`config.mk`:
```
export PLATFORM = sky130hd
export DESIGN_NAME = status_led_pattern_generator
export DESIGN_NICKNAME = d
export VERILOG_FILES = /design/src/rtl/core/slpg_pkg.sv /design/src/rtl/core/status_led_pattern_generator.sv
export VERILOG_INCLUDE_DIRS = /design/src /design/src/rtl/core
export SDC_FILE = /design/constraint.sdc
export NUM_CORES = 1
export LEC_CHECK = 0
export BUFFER_PORTS_ARGS = -buffer_cell sky130_fd_sc_hd__buf_2
export CAP_MARGIN = 20
export CELL_PAD_IN_SITES_DETAIL_PLACEMENT = 0
export CELL_PAD_IN_SITES_GLOBAL_PLACEMENT = 2
export CORE_ASPECT_RATIO = 0.75
export CORE_MARGIN = 2
export CORE_UTILIZATION = 36
export DETAILED_ROUTE_END_ITERATION = 10
export PLACE_DENSITY_LB_ADDON = 0.1
export SLEW_MARGIN = 40
export SYNTH_ARGS = -nofsm -noshare
export SYNTH_HDL_FRONTEND = slang
export SYNTH_SLANG_ARGS = --single-unit
```
`constraint.sdc`:
```
create_clock -name clk -period 10.2 [get_ports clk]
set_input_delay 1.02 -clock clk [delete_from_list [all_inputs] [get_ports clk]]
set_output_delay 1.02 -clock clk [all_outputs]
set_load 0.02 [all_outputs]
```
`src/rtl/core/assert_macros.svh`:
```
// Assertion macros used by the top-level RTL file of the status LED pattern generator.
`ifndef ASSERT_MACROS_SVH
`define ASSERT_MACROS_SVH

// The consequent must hold in the same cycle as the antecedent.
`define ASSERT_SAME(lbl, ante, cons) \
  lbl: assert property (@(posedge clk) disable iff (!rst_n) (ante) |-> (cons)) \
    else $error("assertion failed: %m");

// The consequent must hold in the cycle after the antecedent.
`define ASSERT_NEXT(lbl, ante, cons) \
  lbl: assert property (@(posedge clk) disable iff (!rst_n) (ante) |=> (cons)) \
    else $error("assertion failed: %m");

`endif

```
`src/rtl/core/slpg_pkg.sv`:
```
// Types, codes and the raised-cosine table of the status LED pattern generator.
package slpg_pkg;

  localparam int TIME_W  = 32;
  localparam int LEVEL_W = 8;
  localparam int MODE_W  = 4;
  localparam int PER_W   = 16;
  localparam int RC_W    = 17;
  localparam int RC_DIF_W = 13;
  localparam int CFG_IDX_W = 3;
  localparam int CFG_DATA_W = 16;

  // Requested display modes.
  localparam logic [MODE_W-1:0] MODE_OFF         = 4'd0;
  localparam logic [MODE_W-1:0] MODE_SOLID_GREEN = 4'd1;
  localparam logic [MODE_W-1:0] MODE_SOLID_AMBER = 4'd2;
  localparam logic [MODE_W-1:0] MODE_SLOW_AMBER  = 4'd3;
  localparam logic [MODE_W-1:0] MODE_FAST_AMBER  = 4'd4;
  localparam logic [MODE_W-1:0] MODE_RED_BLINK   = 4'd5;
  localparam logic [MODE_W-1:0] MODE_AMBER_PULSE = 4'd6;
  localparam logic [MODE_W-1:0] MODE_GREEN_FLASH = 4'd7;
  localparam logic [MODE_W-1:0] MODE_RED_FLASH   = 4'd8;

  // Configuration register indexes.
  localparam logic [CFG_IDX_W-1:0] CFG_FULL_LEVEL   = 3'd0;
  localparam logic [CFG_IDX_W-1:0] CFG_OFF_LEVEL    = 3'd1;
  localparam logic [CFG_IDX_W-1:0] CFG_GREEN_DUTY   = 3'd2;
  localparam logic [CFG_IDX_W-1:0] CFG_PULSE_PERIOD = 3'd3;
  localparam logic [CFG_IDX_W-1:0] CFG_PULSE_MIN    = 3'd4;
  localparam logic [CFG_IDX_W-1:0] CFG_PULSE_MAX    = 3'd5;

  // Blink intervals in milliseconds.
  localparam logic [TIME_W-1:0] SLOW_MS  = 32'd500;
  localparam logic [TIME_W-1:0] FAST_MS  = 32'd180;
  localparam logic [TIME_W-1:0] FLASH_MS = 32'd120;

  typedef struct packed {
    logic [MODE_W-1:0] mode;
    logic [TIME_W-1:0] now_ms;
  } in_word_t;

  typedef struct packed {
    logic [LEVEL_W-1:0] red_level;
    logic [LEVEL_W-1:0] yellow_level;
    logic [LEVEL_W-1:0] green_level;
  } out_word_t;

  // Raised cosine sin^2 over a half period in 16 segments, 65536 meaning one.
  function automatic logic [RC_W-1:0] rc_tab(input logic [4:0] k);
    logic [RC_W-1:0] v;
    case (k)
      5'd0:    v = 17'd0;
      5'd1:    v = 17'd630;
      5'd2:    v = 17'd2494;
      5'd3:    v = 17'd5522;
      5'd4:    v = 17'd9597;
      5'd5:    v = 17'd14563;
      5'd6:    v = 17'd20228;
      5'd7:    v = 17'd26375;
      5'd8:    v = 17'd32768;
      5'd9:    v = 17'd39161;
      5'd10:   v = 17'd45308;
      5'd11:   v = 17'd50973;
      5'd12:   v = 17'd55939;
      5'd13:   v = 17'd60014;
      5'd14:   v = 17'd63042;
      5'd15:   v = 17'd64906;
      default: v = 17'd65536;
    endcase
    return v;
  endfunction

endpackage

```
`src/rtl/core/status_led_pattern_generator.sv`:
```
// Top level of the status LED pattern generator: mode sequencer and breathing datapath.
//
//   channel | ports                          | direction | word
//   input   | in_valid, in_ready, in_data    | in        | slpg_pkg::in_word_t
//   result  | out_valid, out_ready, out_data | out       | slpg_pkg::out_word_t
//   config  | cfg_we, cfg_idx, cfg_wdata     | in        | register index and value
//
// A word in any mode but amber breathing passes the evaluate and finish states
// before its result is registered. Amber breathing runs evaluate, the restoring
// divider (one bit per cycle, forming the phase), interpolate, scale and finish.
// One word is in work at a time; in_ready returns once the result is registered.
// A result stalled on out_ready holds the finished word; reset is synchronous.
`include "assert_macros.svh"

module status_led_pattern_generator #(
  parameter int PHASE_BITS = 10
) (
  input  logic                                clk,
  input  logic                                rst_n,
  input  logic                                in_valid,
  output logic                                in_ready,
  input  slpg_pkg::in_word_t                  in_data,
  output logic                                out_valid,
  input  logic                                out_ready,
  output slpg_pkg::out_word_t                 out_data,
  input  logic                                cfg_we,
  input  logic [slpg_pkg::CFG_IDX_W-1:0]      cfg_idx,
  input  logic [slpg_pkg::CFG_DATA_W-1:0]     cfg_wdata
);

  localparam int STEPS = slpg_pkg::TIME_W + PHASE_BITS;
  localparam int CNT_W = $clog2(STEPS + 1);
  localparam int PROD_W = slpg_pkg::RC_DIF_W + PHASE_BITS - 1;
  localparam int SPROD_W = slpg_pkg::LEVEL_W + slpg_pkg::RC_W;

  typedef enum logic [2:0] {
    S_IDLE, S_EVAL, S_DIV, S_INTERP, S_SCALE, S_FINISH
  } state_t;

  state_t state_r;

  // Configuration registers.
  logic [slpg_pkg::LEVEL_W-1:0] full_level_r, off_level_r, green_duty_r;
  logic [slpg_pkg::LEVEL_W-1:0] pulse_min_r, pulse_max_r;
  logic [slpg_pkg::PER_W-1:0]   pulse_period_r;

  // Pattern state and work registers.
  logic [slpg_pkg::MODE_W-1:0]  active_mode_r;
  logic [slpg_pkg::TIME_W-1:0]  last_toggle_r;
  logic                         blink_lit_r;
  logic [slpg_pkg::TIME_W-1:0]  now_r;
  logic [slpg_pkg::TIME_W-1:0]  div_r;
  logic [slpg_pkg::PER_W-1:0]   rem_r;
  logic [PHASE_BITS-1:0]        idx_r;
  logic [CNT_W-1:0]             cnt_r;
  logic [slpg_pkg::RC_W-1:0]    rc_r;
  slpg_pkg::out_word_t          res_r;
  slpg_pkg::out_word_t          out_data_r;
  logic                         out_valid_r;

  always_ff @(posedge clk) begin
    if (!rst_n) begin
      full_level_r   <= 8'd255;
      off_level_r    <= 8'd0;
      green_duty_r   <= 8'd128;
      pulse_period_r <= 16'd2000;
      pulse_min_r    <= 8'd10;
      pulse_max_r    <= 8'd255;
    end else if (cfg_we) begin
      unique case (cfg_idx)
        slpg_pkg::CFG_FULL_LEVEL:   full_level_r   <= cfg_wdata[slpg_pkg::LEVEL_W-1:0];
        slpg_pkg::CFG_OFF_LEVEL:    off_level_r    <= cfg_wdata[slpg_pkg::LEVEL_W-1:0];
        slpg_pkg::CFG_GREEN_DUTY:   green_duty_r   <= cfg_wdata[slpg_pkg::LEVEL_W-1:0];
        slpg_pkg::CFG_PULSE_PERIOD: pulse_period_r <= cfg_wdata;
        slpg_pkg::CFG_PULSE_MIN:    pulse_min_r    <= cfg_wdata[slpg_pkg::LEVEL_W-1:0];
        slpg_pkg::CFG_PULSE_MAX:    pulse_max_r    <= cfg_wdata[slpg_pkg::LEVEL_W-1:0];
        default: ;
      endcase
    end
  end

  // A zero period behaves as one.
  logic [slpg_pkg::PER_W-1:0] per;
  assign per = (pulse_period_r == '0) ? 16'd1 : pulse_period_r;

  // One restoring divider step on {now, PHASE_BITS zeros}; the last PHASE_BITS
  // quotient bits are the phase index.
  logic [slpg_pkg::PER_W:0] trial, trial_sub;
  logic                     trial_ge;
  assign trial     = {rem_r, div_r[slpg_pkg::TIME_W-1]};
  assign trial_sub = trial - {1'b0, per};
  assign trial_ge  = trial >= {1'b0, per};

  // Fold the phase into a half wave and interpolate the table.
  logic [PHASE_BITS-1:0]         h;
  logic [4:0]                    seg;
  logic [PHASE_BITS-2:0]         frac;
  logic [slpg_pkg::RC_W-1:0]     t0, t1;
  logic [slpg_pkg::RC_DIF_W-1:0] dif;
  logic [PROD_W-1:0]             prod;
  assign h    = idx_r[PHASE_BITS-1] ? PHASE_BITS'(-idx_r) : idx_r;
  assign seg  = h[PHASE_BITS-1 -: 5];
  assign frac = {h[PHASE_BITS-6:0], 4'b0000};
  assign t0   = slpg_pkg::rc_tab(seg);
  assign t1   = slpg_pkg::rc_tab(5'(seg + 5'd1));
  assign dif  = slpg_pkg::RC_DIF_W'(t1 - t0);
  assign prod = PROD_W'(dif * frac);

  // Scale the raised cosine into the level span.
  logic [slpg_pkg::LEVEL_W-1:0] span;
  logic [SPROD_W-1:0]           sprod;
  assign span  = (pulse_max_r > pulse_min_r) ? pulse_max_r - pulse_min_r : '0;
  assign sprod = SPROD_W'(span * rc_r);

  // Blink decision for the active mode.
  logic                         is_blink;
  logic [slpg_pkg::TIME_W-1:0]  interval;
  logic [slpg_pkg::TIME_W-1:0]  elapsed;
  logic                         toggle;
  logic                         lit_new;
  logic [slpg_pkg::LEVEL_W-1:0] green_on;
  slpg_pkg::out_word_t          eval_res;

  always_comb begin
    is_blink = 1'b1;
    unique case (active_mode_r) inside
      slpg_pkg::MODE_SLOW_AMBER:                             interval = slpg_pkg::SLOW_MS;
      slpg_pkg::MODE_FAST_AMBER, slpg_pkg::MODE_RED_BLINK:   interval = slpg_pkg::FAST_MS;
      slpg_pkg::MODE_GREEN_FLASH, slpg_pkg::MODE_RED_FLASH:  interval = slpg_pkg::FLASH_MS;
      default: begin
        interval = slpg_pkg::SLOW_MS;
        is_blink = 1'b0;
      end
    endcase
  end

  assign elapsed  = now_r - last_toggle_r;
  assign toggle   = is_blink && (elapsed >= interval);
  assign lit_new  = blink_lit_r ^ toggle;
  assign green_on = (full_level_r > green_duty_r) ? full_level_r - green_duty_r : '0;

  always_comb begin
    eval_res.red_level    = off_level_r;
    eval_res.yellow_level = off_level_r;
    eval_res.green_level  = full_level_r;
    unique case (active_mode_r) inside
      slpg_pkg::MODE_SOLID_GREEN: eval_res.green_level = green_on;
      slpg_pkg::MODE_SOLID_AMBER: eval_res.yellow_level = full_level_r;
      slpg_pkg::MODE_SLOW_AMBER, slpg_pkg::MODE_FAST_AMBER: begin
        if (lit_new) eval_res.yellow_level = full_level_r;
      end
      slpg_pkg::MODE_RED_BLINK, slpg_pkg::MODE_RED_FLASH: begin
        if (lit_new) eval_res.red_level = full_level_r;
      end
      slpg_pkg::MODE_GREEN_FLASH: begin
        if (lit_new) eval_res.green_level = green_on;
      end
      default: ;
    endcase
  end

  logic out_free;
  assign out_free = !out_valid_r || out_ready;

  always_ff @(posedge clk) begin
    if (!rst_n) begin
      state_r       <= S_IDLE;
      active_mode_r <= slpg_pkg::MODE_OFF;
      last_toggle_r <= '0;
      blink_lit_r   <= 1'b0;
      out_valid_r   <= 1'b0;
      cnt_r         <= '0;
    end else begin
      // The finish state reloads the output register itself.
      if (out_valid_r && out_ready && state_r != S_FINISH) out_valid_r <= 1'b0;
      unique case (state_r)
        S_IDLE: begin
          if (in_valid) begin
            now_r <= in_data.now_ms;
            if (in_data.mode != active_mode_r) begin
              active_mode_r <= in_data.mode;
              last_toggle_r <= in_data.now_ms;
              blink_lit_r   <= 1'b0;
            end
            state_r <= S_EVAL;
          end
        end
        S_EVAL: begin
          if (active_mode_r == slpg_pkg::MODE_AMBER_PULSE) begin
            res_r.red_level   <= off_level_r;
            res_r.green_level <= full_level_r;
            div_r   <= now_r;
            rem_r   <= '0;
            cnt_r   <= '0;
            state_r <= S_DIV;
          end else begin
            if (toggle) begin
              blink_lit_r   <= lit_new;
              last_toggle_r <= now_r;
            end
            res_r   <= eval_res;
            state_r <= S_FINISH;
          end
        end
        S_DIV: begin
          rem_r <= trial_ge ? trial_sub[slpg_pkg::PER_W-1:0] : trial[slpg_pkg::PER_W-1:0];
          div_r <= {div_r[slpg_pkg::TIME_W-2:0], 1'b0};
          idx_r <= {idx_r[PHASE_BITS-2:0], trial_ge};
          cnt_r <= cnt_r + 1'b1;
          if (cnt_r == CNT_W'(STEPS - 1)) state_r <= S_INTERP;
        end
        S_INTERP: begin
          // The top of the half wave sits exactly on the last table entry.
          if (seg[4]) rc_r <= t0;
          else rc_r <= t0 + slpg_pkg::RC_W'(prod >> (PHASE_BITS - 1));
          state_r <= S_SCALE;
        end
        S_SCALE: begin
          res_r.yellow_level <= pulse_min_r + slpg_pkg::LEVEL_W'(sprod >> 16);
          state_r <= S_FINISH;
        end
        S_FINISH: begin
          if (out_free) begin
            out_data_r  <= res_r;
            out_valid_r <= 1'b1;
            state_r     <= S_IDLE;
          end
        end
        default: state_r <= S_IDLE;
      endcase
    end
  end

  assign in_ready  = (state_r == S_IDLE);
  assign out_valid = out_valid_r;
  assign out_data  = out_data_r;

  `ASSERT_NEXT(a_busy_after_accept, in_valid && in_ready, !in_ready)
  `ASSERT_SAME(a_rem_below_period, state_r == S_DIV, {1'b0, rem_r} < {1'b0, per})
  `ASSERT_NEXT(a_finish_delivers, state_r == S_FINISH && out_free, out_valid_r && in_ready)
  `ASSERT_SAME(a_lit_only_in_blink, blink_lit_r,
               active_mode_r == slpg_pkg::MODE_SLOW_AMBER ||
               active_mode_r == slpg_pkg::MODE_FAST_AMBER ||
               active_mode_r == slpg_pkg::MODE_RED_BLINK ||
               active_mode_r == slpg_pkg::MODE_GREEN_FLASH ||
               active_mode_r == slpg_pkg::MODE_RED_FLASH)

endmodule
```
Word level (Yosys, flattened, before mapping). Memory sizes are Yosys's and may differ from the RTL's. Index checks and enable logic that the tools add are counted.

Register bits after elaboration: 258. Memory bits (read-only): 512. Bits of input ports: 60. Memories: 2.

Memories: (name not given) (words 16, width 16, read ports 1, clocked after Yosys merged registers in 0, wr ports 0, line slpg_pkg.sv:51) `case (k)`; (name not given) (words 16, width 16, read ports 1, clocked after Yosys merged registers in 0, wr ports 0, line slpg_pkg.sv:51).

$add $sub $neg: 10. Multipliers: 2. $lt $le $gt $ge: 4. Eq/ne operators: 28. Mux-type cells: 43. Bitwise logic cells: 1. Reductions and logical operators: 33.

Operator list (number): $mux 32 (5); $pmux 32 s2 (2); $mux 8 (8); $mux 16 (3); $pmux 8 s2 (3); $mux 17 (2); $ge 32x32->1 (1); $pmux 16 s2 (1); $sub 32x32->32 (1); $mul 8x17->24 (1); $reduce_and 2->1 (10); $mul 13x5->18 (1); $pmux 3 s6 (1); $pmux 9 s2 (1); $reduce_and 3->1 (6); $add 17x13->17 (1); $ge 17x16->1 (1); $eq 4x3->1 const B (4); $gt 8x8->1 (2); $logic_not 16->1 (1); $sub 16x16->16 (1); $sub 8x8->8 (2); $mux 13 (1); $sub 13x13->13 (1); other kinds (30) (61).

Longest topological paths before layout.
Depth after elaboration: 10. Depth in mapped cells: 46. Depth with buffers taken out: 44.

Worst setup path after synthesis. OpenSTA, ideal clock, no wires.

Kind: register to register. Start point: reg idx_r[0]. End point: reg rc_r[15] (netlist name) (data pin). Arrival: 9.914 ns. Data required time: 9.897 ns. Path slack: -0.018 ns. Cell stages (with the launch flop): 47. Path buffers: 4. Period minus slack after synthesis: 10.218 ns. Path through: edfxtp_1 inv_1 clkbuf_1 ha_1 or3b_2 o31ai_1 xnor2_1 clkbuf_1 ha_1 clkbuf_1 nand2_1 xnor2_1 clkbuf_1 nor2_1 a311oi_1 ha_1 nor2b_1 o21ai_0 [11 not listed] inv_1 fa_1 inv_1 ha_1 or2_2 a21oi_1 a311oi_1 o21a_1 o21a_1 o21a_1 nor2_1 xnor2_1 ha_1 nand2_1 o31ai_1 nand2_1 o21ai_0 a21oi_1.

Word-level cells in the longest chain between the ends: 9.

RTL lines: from (decl) (line status_led_pattern_generator.sv:54) `logic [PHASE_BITS-1:0] idx_r;`; from (signal assigned) (line status_led_pattern_generator.sv:208) `idx_r <= {idx_r[PHASE_BITS-2:0], trial_ge};`; $neg 10->10 (line status_led_pattern_generator.sv:101) `assign h = idx_r[PHASE_BITS-1] ? PHASE_BITS'(-idx_r) : idx_r;`; $mux 10 * (line status_led_pattern_generator.sv:101); $add 5x1->5 (line status_led_pattern_generator.sv:105) `assign t1 = slpg_pkg::rc_tab(5'(seg + 5'd1));`; $mem_v2 16x16; $mux 13 (line slpg_pkg.sv:51); $sub 13x13->13 (line status_led_pattern_generator.sv:106) `assign dif = slpg_pkg::RC_DIF_W'(t1 - t0);`; $mul 13x5->18 (line status_led_pattern_generator.sv:107) `assign prod = PROD_W'(dif * frac);`; $add 17x13->17 (line status_led_pattern_generator.sv:215) `else rc_r <= t0 + slpg_pkg::RC_W'(prod >> (PHASE_BITS - 1));`; $mux 17 * (line status_led_pattern_generator.sv:214) `if (seg[4]) rc_r <= t0;`; to (signal assigned) (line status_led_pattern_generator.sv:214); to (signal assigned) (line status_led_pattern_generator.sv:215); to (decl) (line status_led_pattern_generator.sv:56) `logic [slpg_pkg::RC_W-1:0] rc_r;`.

Every way passes the cells marked *; elsewhere a longest branch is shown, timed or not. A chain may end at the register's enable or synchronous reset.

Worst setup path in the final report.
Start point: reg idx_r[1]. End point: reg rc_r[14] (netlist name) (data pin).

Same word-level chain as after synthesis.

==> metrics <==
clock tree buffer depth=3; Synth Register Bits=around 260; Post-Place Cell Area=about 23,000 sq um; Area Overhead vs Synth=11.98%; worst rel slew slack=around two fifths; largest net degree at the start of global routing=between 60 and 70; Netlist Area Pre-Place=roughly 22,000 sq um; CP Max Fanout=8; Syn Inst Count=roughly 2,500; dominant cell type by area after synthesis=edfxtp_1; Clock transition at path regs=about 0.060 ns; ANT nets after route=0; synth warn=0; outcome=completed; Worst Path Class, Setup=reg -> reg; Detailed Routing Iterations Pass 1=6; Mapped Avg Cell Area=between 8 and 9 sq um; power per cell area=approximately 180 nW/um^2; final instance area=24,600 sq um; PnR worst setup slack=a little under 0.7 ns; Worst IR Drop VDD=0.1434 mV; Max Slew Vio Count=0; Final Wtd Congestion=between 0.8 and 0.9; CP max stage delay=~0.54 ns; max-cap check violation count=0; std cell rows=just under 80; most frequent CP cell=ha_1; WP data required=approximately 11 ns; die area=~63,000 sq um; crit path capture=rc_r[14]; layout cells sized above 1=around a tenth; number of fill cells in the layout=roughly 6,100; Crit-path slowest cell=fa_1; most frequent cells in the layout=nand2_1, inv_1, nor2_1, ha_1, edfxtp_1; met2 WL=~23,000 um; Reg2Reg Launch Point=idx_r[1]; root buf cell=clkbuf_16; vias in the first global route=17,130; FF-to-FF setup slack=between 0.6 and 0.7 ns; final routed DRC violation total=0; top sig layer=met4; Main synth FF type=edfxtp_1; initial antenna violation count=0; Overflow after GRT=0; CP endpoint kind=register; clk_skew=about 0.031 ns; hold buffer count at CTS=0; DR vias/cell=5.236; Post-CTS Setup Bufs=0; R2R Path End=rc_r[14]; Max Fclk=around 110 MHz; number of flops mapped to enable cells by yosys=155; ANT cells=0; port bufs=85; post-layout net count=around 2,900; met3 WL=between 2000 and 3000 um; starting density of the core=36.37%; die extent in y=around 220 um; number of library cell types mapped by synthesis=81; FF+latch area=around 6700 sq um; HP Class=reg -> reg; Setup WS pre-CTS=approximately 0.037 ns; Tot GR Track Use=around a fifth; CP Launch Point=idx_r[1]; wire per inst=18.39 um; DRT iter0 DRCs=about 1,200; Slew @ Worst Pin=~0.89 ns; CTS Buf Count=31; Setup crit start kind=register; Pleak=10.45 nW; Metal-1 WL=approximately 36,000 um; # setup viols final=0; TritonCTS clock tree=done; crit path time final=roughly 9.5 ns; crit path DAT=9.86 ns; clk sink count=approximately 260; register area share after synthesis=between 30 and 40%; top-area cell type share of the netlist area=a little over a fifth; Detailed Route WL=around 63,000 um; Register-to-Register Path Depth=between 40 and 50; fraction of registers with async set/reset=0%; Area contributors post-synth=edfxtp_1, fa_1, ha_1; footprint of the multi-input gates=around 14,000 sq um; WHS Path Cells=0; Die W=~290 um; most common cell after layout, fill and taps aside=nand2_1; final hold vios=0; I/O pins=86; core box area=between 60,000 and 70,000 sq um; CTS H-tree lvls=1; Period Utilization, post-route=about 93%; worst skew pair latency=approximately 0.60 ns; via count=~18,000; Syn Nets=approximately 2,900; detailed placer's ending HPWL=about 49,000 um; first-pass GRT wire length=between 100,000 and 150,000 um
cells in the mapped netlist, types with 12 or more instances:
cell      instances
nor3_1           53
and3_1           15
dfxtp_1         103
mux2i_1          29
o21ai_0          83
ha_1            180
or3_1            13
o21a_1           15
xor2_1           21
a31oi_1          17
and2_1           68
edfxtp_1        155
a21oi_1         144
mux2_2           14
nand2b_1         18
nand4_1          29
o21bai_1         12
xnor2_1          71
o211ai_1         22
nand2_1         348
a21o_1           41
a211oi_1         77
inv_1           273
nor2_1          220
or2_2            26
fa_1            127
clkbuf_1         97
nor2b_1          43
nand3_1          55
state kept, by name, indices dropped and copies added, names as in the netlist, 4 cells and up:
name,cells
rem_r,16
rc_r,17
div_r,32
pulse_min_r,8
out_data,24
res_r,24
pulse_max_r,8
active_mode_r,4
last_toggle_r,32
cnt_r,6
pulse_period_r,16
idx_r,10
off_level_r,8
now_r,32
green_duty_r,8
full_level_r,8
repair_timing:
| item | in CTS | in global routing |
|---|---|---|
| hold endpoints to repair | 0 | 0 |
| endpoints found under the setup margin | 0 | 7 |
| gates resized for setup | 0 | 18 |
worst min path at each step:
stage	start	to	slack (ns)
after detailed placement	res_r[0]	out_data[0]	0.40
after global routing	res_r[12]	out_data[12]	0.44
after floorplan	res_r[0]	out_data[0]	0.40
after global placement	res_r[18]	out_data[18]	0.40
after CTS	res_r[0]	out_data[0]	0.42
final	res_r[0]	out_data[0]	0.42
per-layer routing:
layer,global-route usage (%),vias up
met4,2.887,0
met1,34.60,8609
met5,0,-
li1,-,8806
met3,1.893,48
met2,26.25,370
area by class of cell:
type	instances	area share [%]
Multi-Input combinational cell	1889	57.03
Sequential cell	258	27.30
Inverter	275	4.196
Tap cell	800	4.069
Clock buffer	35	3.214
Timing Repair Buffer	126	2.996
Clock inverter	23	1.190
cells by family (layout without fill, tap and decap cells):
| family | count (synthesis) | count (layout) | share of synthesized area [%] |
|---|---|---|---|
| simple gates | 934 | 934 | 19.93 |
| compound gates | 505 | 505 | 15.08 |
| xor+xnor | 92 | 92 | 3.668 |
| fa+ha+maj | 307 | 307 | 21.82 |
| mux | 51 | 51 | 2.449 |
| flops | 258 | 258 | 30.57 |
| buf+inv | 378 | 459 | 6.476 |
per-stage QoR:
stage | cells | total power [mW] | hold slack, ns | TNS, ns | util, %
5_1_grt | 3406 | 4.901 | 0.4380 | -0.03055 | 40.72
3_5_place_dp | 3348 | 3.369 | 0.4045 | 0 | 38.75
6_report | 3406 | 4.518 | 0.4180 | 0 | 40.72
2_1_floorplan | 2525 | 2.843 | 0.4003 | 0 | -
3_3_place_gp | 3348 | 3.358 | 0.4045 | 0 | 38.69
4_1_cts | 3406 | 4.574 | 0.4201 | 0 | 40.54
worst max-delay path, delay by kind of cell, from the launching register on:
| kind | cells | cell delay [ns] |
|---|---|---|
| AO/OA/AOI/OAI | 18 | 3.35 |
| adder cells (fa/ha/maj) | 9 | 3.11 |
| AND/OR/NAND/NOR | 7 | 1.29 |
| XOR/XNOR | 3 | 0.60 |
| flip-flops | 1 | 0.45 |
| buffers and inverters | 5 | 0.42 |
power breakdown:
group | switching, mW | internal (mW)
sequential | 0.0280 | 1.16
combinational | 1.24 | 0.918
clock | 0.478 | 0.694
(Power assumes the default switching activity.)
